## src/rtl/core/sfp_pkg.sv

```systemverilog
// Shared types and constants of the sensor frame parser.
// Used by the controller, the datapath and the top level; no dependencies.
package sfp_pkg;

	localparam int MAX_PAYLOAD = 64;
	localparam int ADDR_W      = $clog2(MAX_PAYLOAD);
	localparam int LEN_W       = 7;
	localparam int BYTE_W      = 8;
	localparam int OUT_W       = 56;

	localparam logic [BYTE_W-1:0] FRAME_HEAD_RST = 8'hEF;

	typedef enum logic [3:0] {
		ST_HUNT,
		ST_DEV,
		ST_SYS,
		ST_MSG,
		ST_SEQ,
		ST_LEN,
		ST_PAY,
		ST_CHK,
		ST_RD,
		ST_LOAD
	} sfp_state_t;

	// controller to datapath
	typedef struct packed {
		logic cap_dev;
		logic cap_sys;
		logic cap_msg;
		logic cap_seq;
		logic cap_len;
		logic sum_init;
		logic sum_add;
		logic store_pay;
		logic cnt_clr;
		logic rd_clr;
		logic rd_inc;
		logic out_load;
	} sfp_cmd_t;

	// datapath to controller
	typedef struct packed {
		logic head_match;
		logic len_zero;
		logic len_big;
		logic pay_done;
		logic sum_ok;
		logic rd_last;
		logic out_free;
	} sfp_status_t;

endpackage

```

## src/rtl/core/sfp_ctrl.sv

```systemverilog
// Controller state machine of the sensor frame parser.
// Depends on sfp_pkg; drives sfp_datapath through command and status structs.
module sfp_ctrl (
	input  logic                clk,
	input  logic                arst_n,
	input  logic                in_valid,
	output logic                in_ready,
	input  sfp_pkg::sfp_status_t sts,
	output sfp_pkg::sfp_cmd_t    cmd
);

	sfp_pkg::sfp_state_t state_q, state_d;
	logic take;

	assign take = in_valid && in_ready;

	always_ff @(posedge clk or negedge arst_n) begin
		if (!arst_n) begin
			state_q <= sfp_pkg::ST_HUNT;
		end else begin
			state_q <= state_d;
		end
	end

	always_comb begin
		state_d = state_q;
		case (state_q)
			sfp_pkg::ST_HUNT: if (take && sts.head_match) state_d = sfp_pkg::ST_DEV;
			sfp_pkg::ST_DEV:  if (take) state_d = sfp_pkg::ST_SYS;
			sfp_pkg::ST_SYS:  if (take) state_d = sfp_pkg::ST_MSG;
			sfp_pkg::ST_MSG:  if (take) state_d = sfp_pkg::ST_SEQ;
			sfp_pkg::ST_SEQ:  if (take) state_d = sfp_pkg::ST_LEN;
			sfp_pkg::ST_LEN: begin
				if (take) begin
					if (sts.len_zero) state_d = sfp_pkg::ST_CHK;
					else if (sts.len_big) state_d = sfp_pkg::ST_HUNT;
					else state_d = sfp_pkg::ST_PAY;
				end
			end
			sfp_pkg::ST_PAY: if (take && sts.pay_done) state_d = sfp_pkg::ST_CHK;
			sfp_pkg::ST_CHK: begin
				if (take) state_d = sts.sum_ok ? sfp_pkg::ST_RD : sfp_pkg::ST_HUNT;
			end
			sfp_pkg::ST_RD:   state_d = sfp_pkg::ST_LOAD;
			sfp_pkg::ST_LOAD: begin
				if (sts.out_free) state_d = sts.rd_last ? sfp_pkg::ST_HUNT : sfp_pkg::ST_RD;
			end
			default: state_d = sfp_pkg::ST_HUNT;
		endcase
	end

	always_comb begin
		cmd      = '0;
		in_ready = 1'b0;
		case (state_q)
			sfp_pkg::ST_HUNT: begin
				in_ready     = 1'b1;
				cmd.sum_init = take && sts.head_match;
			end
			sfp_pkg::ST_DEV: begin
				in_ready    = 1'b1;
				cmd.cap_dev = take;
				cmd.sum_add = take;
			end
			sfp_pkg::ST_SYS: begin
				in_ready    = 1'b1;
				cmd.cap_sys = take;
				cmd.sum_add = take;
			end
			sfp_pkg::ST_MSG: begin
				in_ready    = 1'b1;
				cmd.cap_msg = take;
				cmd.sum_add = take;
			end
			sfp_pkg::ST_SEQ: begin
				in_ready    = 1'b1;
				cmd.cap_seq = take;
				cmd.sum_add = take;
			end
			sfp_pkg::ST_LEN: begin
				in_ready    = 1'b1;
				cmd.sum_add = take;
				cmd.cnt_clr = take;
				cmd.cap_len = take && !sts.len_big;
			end
			sfp_pkg::ST_PAY: begin
				in_ready      = 1'b1;
				cmd.sum_add   = take;
				cmd.store_pay = take;
			end
			sfp_pkg::ST_CHK: begin
				in_ready   = 1'b1;
				cmd.rd_clr = take;
			end
			sfp_pkg::ST_RD: begin
				in_ready = 1'b0;
			end
			sfp_pkg::ST_LOAD: begin
				cmd.out_load = sts.out_free;
				cmd.rd_inc   = sts.out_free && !sts.rd_last;
			end
			default: begin
				in_ready = 1'b0;
			end
		endcase
	end

endmodule

```

## src/rtl/core/sfp_datapath.sv

```systemverilog
// Datapath of the sensor frame parser: header registers, checksum, payload store
// and the output register. Depends on sfp_pkg; commanded by sfp_ctrl.
module sfp_datapath (
	input  logic                        clk,
	input  logic                        arst_n,
	input  logic                        cfg_wr_en,
	input  logic [sfp_pkg::BYTE_W-1:0]  cfg_wr_data,
	input  logic [sfp_pkg::BYTE_W-1:0]  rx_byte,
	input  sfp_pkg::sfp_cmd_t           cmd,
	output sfp_pkg::sfp_status_t        sts,
	input  logic                        out_ready,
	output logic                        out_valid,
	output logic [sfp_pkg::OUT_W-1:0]   out_data,
	output logic                        out_has,
	output logic                        out_last
);

	logic [sfp_pkg::BYTE_W-1:0] head_q;
	logic [sfp_pkg::BYTE_W-1:0] dev_q, sys_q, msg_q, seq_q, sum_q;
	logic [sfp_pkg::LEN_W-1:0]  len_q, cnt_q;
	logic [sfp_pkg::ADDR_W-1:0] rd_idx_q;
	logic [sfp_pkg::BYTE_W-1:0] rd_data_q;
	logic [sfp_pkg::BYTE_W-1:0] mem_q [sfp_pkg::MAX_PAYLOAD];

	logic                        out_valid_q, out_has_q, out_last_q;
	logic [sfp_pkg::BYTE_W-1:0]  o_dev_q, o_sys_q, o_msg_q, o_seq_q, o_byte_q;
	logic [sfp_pkg::LEN_W-1:0]   o_len_q;
	logic [sfp_pkg::ADDR_W-1:0]  o_idx_q;

	logic [sfp_pkg::LEN_W-1:0] cnt_inc, rd_inc_val;

	assign cnt_inc    = cnt_q + sfp_pkg::LEN_W'(1);
	assign rd_inc_val = {1'b0, rd_idx_q} + sfp_pkg::LEN_W'(1);

	assign sts.head_match = (rx_byte == head_q);
	assign sts.len_zero   = (rx_byte == '0);
	assign sts.len_big    = (rx_byte > sfp_pkg::BYTE_W'(sfp_pkg::MAX_PAYLOAD));
	assign sts.pay_done   = (cnt_inc >= len_q);
	assign sts.sum_ok     = (rx_byte == sum_q);
	assign sts.rd_last    = (len_q == '0) || (rd_inc_val == len_q);
	assign sts.out_free   = !out_valid_q || out_ready;

	always_ff @(posedge clk or negedge arst_n) begin
		if (!arst_n) begin
			head_q      <= sfp_pkg::FRAME_HEAD_RST;
			dev_q       <= '0;
			sys_q       <= '0;
			msg_q       <= '0;
			seq_q       <= '0;
			len_q       <= '0;
			cnt_q       <= '0;
			sum_q       <= '0;
			rd_idx_q    <= '0;
			out_valid_q <= 1'b0;
		end else begin
			if (cfg_wr_en) head_q <= cfg_wr_data;
			if (cmd.cap_dev) dev_q <= rx_byte;
			if (cmd.cap_sys) sys_q <= rx_byte;
			if (cmd.cap_msg) msg_q <= rx_byte;
			if (cmd.cap_seq) seq_q <= rx_byte;
			if (cmd.cap_len) len_q <= rx_byte[sfp_pkg::LEN_W-1:0];
			if (cmd.sum_init) sum_q <= rx_byte;
			else if (cmd.sum_add) sum_q <= sum_q + rx_byte;
			if (cmd.cnt_clr) cnt_q <= '0;
			else if (cmd.store_pay) cnt_q <= cnt_inc;
			if (cmd.rd_clr) rd_idx_q <= '0;
			else if (cmd.rd_inc) rd_idx_q <= rd_inc_val[sfp_pkg::ADDR_W-1:0];
			if (cmd.out_load) out_valid_q <= 1'b1;
			else if (out_ready) out_valid_q <= 1'b0;
		end
	end

	// payload store and its registered read port
	always_ff @(posedge clk) begin
		if (cmd.store_pay) mem_q[cnt_q[sfp_pkg::ADDR_W-1:0]] <= rx_byte;
		rd_data_q <= mem_q[rd_idx_q];
	end

	always_ff @(posedge clk) begin
		if (cmd.out_load) begin
			o_dev_q    <= dev_q;
			o_sys_q    <= sys_q;
			o_msg_q    <= msg_q;
			o_seq_q    <= seq_q;
			o_len_q    <= len_q;
			o_idx_q    <= rd_idx_q;
			o_byte_q   <= (len_q == '0) ? '0 : rd_data_q;
			out_has_q  <= (len_q != '0);
			out_last_q <= sts.rd_last;
		end
	end

	assign out_valid = out_valid_q;
	assign out_has   = out_has_q;
	assign out_last  = out_last_q;
	assign out_data  = {3'b000, o_byte_q, o_idx_q, o_len_q, o_seq_q, o_msg_q, o_sys_q, o_dev_q};

endmodule

```

## src/rtl/core/sensor_frame_parser.sv

```systemverilog
// Sensor frame parser. The first result follows the checksum byte via ST_RD, ST_LOAD
// and the output register. Throughput: one byte per cycle while s_tvalid is high in
// header, payload and checksum phases; after a good checksum the payload store is read
// out one result at a time (memory read, output register load; longer while m_tready
// is low). Input is held off meanwhile. Reset (arst_n low): parser returns to hunting,
// header/sum clear, frame_head 0xEF. The payload store is not cleared; results only read entries of the current frame.
module sensor_frame_parser (
	input  logic        clk,
	input  logic        arst_n,
	// configuration: frame_head
	input  logic        cfg_wr_en,
	input  logic [7:0]  cfg_wr_data,
	// input stream
	input  logic        s_tvalid,
	output logic        s_tready,
	input  logic [7:0]  s_tdata,   // [7:0] rx_byte
	// result stream
	output logic        m_tvalid,
	input  logic        m_tready,
	// [7:0] device_id, [15:8] system_id, [23:16] message_id, [31:24] sequence_res,
	// [38:32] payload_length, [44:39] byte_index, [52:45] payload_byte, [55:53] zero
	output logic [55:0] m_tdata,
	output logic        m_tuser,   // [0] has_byte
	output logic        m_tlast    // last result of the frame
);

	sfp_pkg::sfp_cmd_t    cmd;
	sfp_pkg::sfp_status_t sts;

	// sequence the phases of a frame and the readout
	sfp_ctrl u_ctrl (
		.clk      (clk),
		.arst_n   (arst_n),
		.in_valid (s_tvalid),
		.in_ready (s_tready),
		.sts      (sts),
		.cmd      (cmd)
	);

	// hold header, checksum and payload; drive the output register
	sfp_datapath u_dp (
		.clk         (clk),
		.arst_n      (arst_n),
		.cfg_wr_en   (cfg_wr_en),
		.cfg_wr_data (cfg_wr_data),
		.rx_byte     (s_tdata),
		.cmd         (cmd),
		.sts         (sts),
		.out_ready   (m_tready),
		.out_valid   (m_tvalid),
		.out_data    (m_tdata),
		.out_has     (m_tuser),
		.out_last    (m_tlast)
	);

endmodule

```

## config.mk

```make
export PLATFORM = sky130hd
export DESIGN_NAME = sensor_frame_parser
export DESIGN_NICKNAME = d
export VERILOG_FILES = /design/src/rtl/core/sfp_pkg.sv /design/src/rtl/core/sfp_ctrl.sv /design/src/rtl/core/sfp_datapath.sv /design/src/rtl/core/sensor_frame_parser.sv
export SDC_FILE = /design/constraint.sdc
export NUM_CORES = 1
export LEC_CHECK = 0
export BUFFER_PORTS_ARGS = -buffer_cell sky130_fd_sc_hd__buf_2
export CAP_MARGIN = 20
export CORE_UTILIZATION = 40
export DETAILED_ROUTE_END_ITERATION = 10
export HOLD_SLACK_MARGIN = 0.08
export PLACE_DENSITY = 0.61
export SETUP_SLACK_MARGIN = 0.5
export SLEW_MARGIN = 20
export SYNTH_ARGS = -nofsm -noshare
export SYNTH_HDL_FRONTEND = slang
export SYNTH_HIERARCHICAL = 1
export SYNTH_SLANG_ARGS = --single-unit
```

## constraint.sdc

```tcl
create_clock -name clk -period 3.65 [get_ports clk]
set_clock_uncertainty 0.1 [all_clocks]
set_input_delay 0.365 -clock clk [delete_from_list [all_inputs] [get_ports clk]]
set_output_delay 0.365 -clock clk [all_outputs]
set_load 0.01 [all_outputs]
```

==> results.md <==
- **number of antenna diodes** 0
- **final setup violation count** 0
- **via count of the first global-routing pass** 12900
- **Crit Path Max Fanout** 5
- **share of the core filled with cells in the final layout** 47.1%
- **area of placed instances** 0.0274 mm²
- **I/O Pins** 81
- **all-layer global routing usage** 18.4%
- **Final Max Tran Viols** 0
- **Inst Count DP** 2267
- **Pleak** 0.00976 µW
- **max FFs per register** 512
- **transition time at the pin with the least slew margin** 959 ps
- **top_reg_cell synth** edfxtp_1
- **cell-internal power** 13000 µW
- **worst-path cell chain** ha_1 -> and2_0 -> xnor2_1 -> or3_1 -> a21oi_1 -> a21oi_1 -> o31ai_2 -> nor3_1 -> buf_4 -> nand4_1 -> xor2_1 -> nor2_1
- **post-synthesis sequential element count** 648
- **clock buffer count from CTS** 67
- **number of instances in the synthesized netlist** 1338
- **Yosys warning count** 6
- **switching power** 3690 µW
- **Port Buffer Count** 77
- **worst-skew pair later-pin latency** 600 ps
- **cell at the slowest stage of the critical path** dfrtp_4
- **delay contributed by the slowest stage of the critical path** 500 ps
- **violation count after the first detailed-route iteration** 1273
- **placed wire-length estimate after detailed placement** 36500 µm
- **Area Overhead vs Synth** 16.1%
- **data arrival time of the critical path** 3370 ps
- **final instance area** 0.0298 mm²
- **worst rel slew slack** 36.1%
- **largest net degree at the start of global routing** 96
- **first-pass GRT wire length** 86600 µm
- **share of total power in sequential cells** 52.4%
- **number of enable-type register cells in the synthesized netlist** 567
- **cell at the root of the clock tree** clkbuf_16
- **share of cells above drive strength 1** 29.2%
- **die width** 255 µm
- **Worst Hold Slack** 129 ps
- **CP Data Required Time** 4010 ps
- **count of cell types in the netlist** 62
- **final sum of negative setup slack** 0 ps
- **post-synthesis cell area** 0.0257 mm²
- **clock sink count** 648
- **synthesized area per cell** 19.2 µm²
- **largest delay contributor family on the critical path** simple AND/OR/NAND/NOR gates
- **CP most frequent cell** a21oi_1
- **sequential area share after synthesis** 74.1%
- **pwr/cell area** 559 mW/mm²
- **outcome** complete, no violations
- **H-tree depth** 3
- **setup repair after global routing missed its margin** false
- **total wire length** 58600 µm
- **DIE HEIGHT** 255 µm
- **final count of hold timing violations** 0
- **maximum count of clock buffers along a single path** 3
- **detailed-routing iteration count for the pre-antenna-repair pass** 5
- **Antenna Violating Nets Remaining** 0
- **Async S/R FF share, synth** 11.3%
- **Startpoint Class** flip-flop
- **post-detailed-route DRC marker count** 0
- **relative contribution of combinational cells to total power** 7.1%
- **initial antenna violation count** 2
- **Via-to-Cell Ratio** 5.45
- **share of power burned in the clock network** 40.5%
- **total number of vias** 13100
- **core area** 0.0632 mm²
- **Net Sw Frac** 22.2%
- **postcts setup bufs** 0
- **die outline area** 0.0652 mm²
- **number of buffer and inverter stages on the critical path** 1
- **Worst IR Drop VDD** 0.277 mV
- **TritonCTS clock tree** done
- **start-to-end type of the worst setup path** flip-flop to flip-flop
- **critical path capture point type** flip-flop
- **clock-pin slew on the worst setup and hold paths** 60 ps
- **non-filler instance count after layout** 2408
- **Starting Density** 40.6%
- **routed wire length per instance** 24.3 µm
- **share of the clock period used by the worst path** 82.3%
- **Overflow after GRT** 0
- **Filler cells** 5276
- **placer's final routability congestion estimate** 0.843
- **nets** 1548
- **Achievable Freq** 333 MHz
- **worst hold path type** input port to flip-flop
- **number of rows in the core area** 92
- **Maximum Capacitance Violations** 0
- **min Tclk post-route** 3000 ps
-- cell usage in the layout (no fill, tap or decap), types with 15 or more instances in the layout --
master         count
a21oi_1           15
a22oi_1           30
buf_2             76
buf_4             79
clkbuf_16         71
clkinv_1          17
dfrtp_1           63
dlygate4sd3_1     20
edfxtp_1         567
ha_1              16
mux2_2            41
mux2i_1           24
mux4_2           136
nand2_1           41
nand3_1           16
nor2_1           103
o21ai_0           21
xnor2_1           20
-- cells in the mapped netlist, drive strengths merged (16+ instances only) --
cell type	count	area (µm²)
edfxtp	567	17000
a21oi	16	83.8
dfrtp	66	1650
ha	16	200
o21ai	21	105
nor2	107	409
nand2	41	154
mux2i	24	240
xnor2	20	175
buf	40	280
mux2	41	462
clkbuf	39	146
a22oi	30	225
mux4	136	3060
nand3	17	90.1
-- cell families after synthesis --
group	count (synthesis)	share of synthesized area, %
xor gates and xnor gates	33	1.13
muxes	201	14.7
adders and majority gates	17	0.858
buffers and inverters	92	1.85
DFF	648	74.1
other	1	0.0146
AOI/OAI and AO/OA	107	2.95
and+or+nand+nor	239	4.38
-- worst register-to-register path, delay by kind of cell, from the launching register on --
kind / cells / cell delay (ps)
and+or+nand+nor: 5 / 860
AOI/OAI and AO/OA: 3 / 650
DFF: 1 / 500
xor gates and xnor gates: 2 / 320
adders and majority gates: 1 / 260
buffers and inverters: 1 / 170
-- layout make-up --
cell class                      count  area, µm²  share of cell area [%]
Sequential cell                   648      19000                    63.9
Multi-Input combinational cell    600       6190                    20.8
Clock buffer                       82       1850                    6.20
Timing Repair Buffer              180       1260                    4.23
Tap cell                          846       1060                    3.55
Clock inverter                     39        349                    1.17
Inverter                           13       48.8                   0.164
-- metrics by stage --
stage	worst slack (ps)	total power, µW
after floorplan	862	9630
after global placement	447	9970
after detailed placement	537	10000
after CTS	617	16800
final	646	16700
after global routing	480	17300
-- final timing paths --
| check | slack (ps) | startpoint | endpoint | cells past startpoint |
|---|---|---|---|---|
| min in group asynchronous | 370 | arst_n | u_ctrl/state_q[2]$_DFFE_PN0P_ | 2 |
| setup / recovery | 650 | u_dp/rd_idx_q[0]$_DFFE_PN0P_ | u_dp/rd_idx_q[3]$_DFFE_PN0P_ | 12 |
| hold reg to reg | 350 | u_dp/msg_q[6]$_DFFE_PN0P_ | u_dp/o_msg_q[6]$_DFFE_PP_ | 0 |
| setup reg to reg | 650 | u_dp/rd_idx_q[0]$_DFFE_PN0P_ | u_dp/rd_idx_q[3]$_DFFE_PN0P_ | 12 |
| hold / removal | 130 | s_tdata[0] | u_dp/sum_q[0]$_DFFE_PN0P_ | 3 |
| max in group asynchronous | 2360 | arst_n | u_dp/rd_idx_q[0]$_DFFE_PN0P_ | 2 |
-- per-layer routing --
| layer | up-vias | track usage [%] | wire length (µm) |
|---|---|---|---|
| li1 | 5713 | - | - |
| met3 | 70 | 3.00 | 3310 |
| met5 | - | 0 | 0 |
| met4 | 0 | 7.32 | 1710 |
| met2 | 405 | 28.6 | 27400 |
| met1 | 6940 | 26.1 | 26200 |
-- power by group through the flow --
stage	clock (µW)	sequential, µW	combinational, µW
2_1_floorplan	0	8730	898
3_3_place_gp	0	8850	1120
3_5_place_dp	0	8870	1160
4_1_cts	6910	8720	1190
5_1_grt	7180	8760	1310
6_report	6750	8720	1190
-- repair_timing --
action                                 4_1_cts  5_1_grt
hold buffers                                20        0
endpoints found under the hold margin       78        0
setup endpoints to repair                    1        5
resized for setup                            1        4
Power figures use the tool's default switching activity.
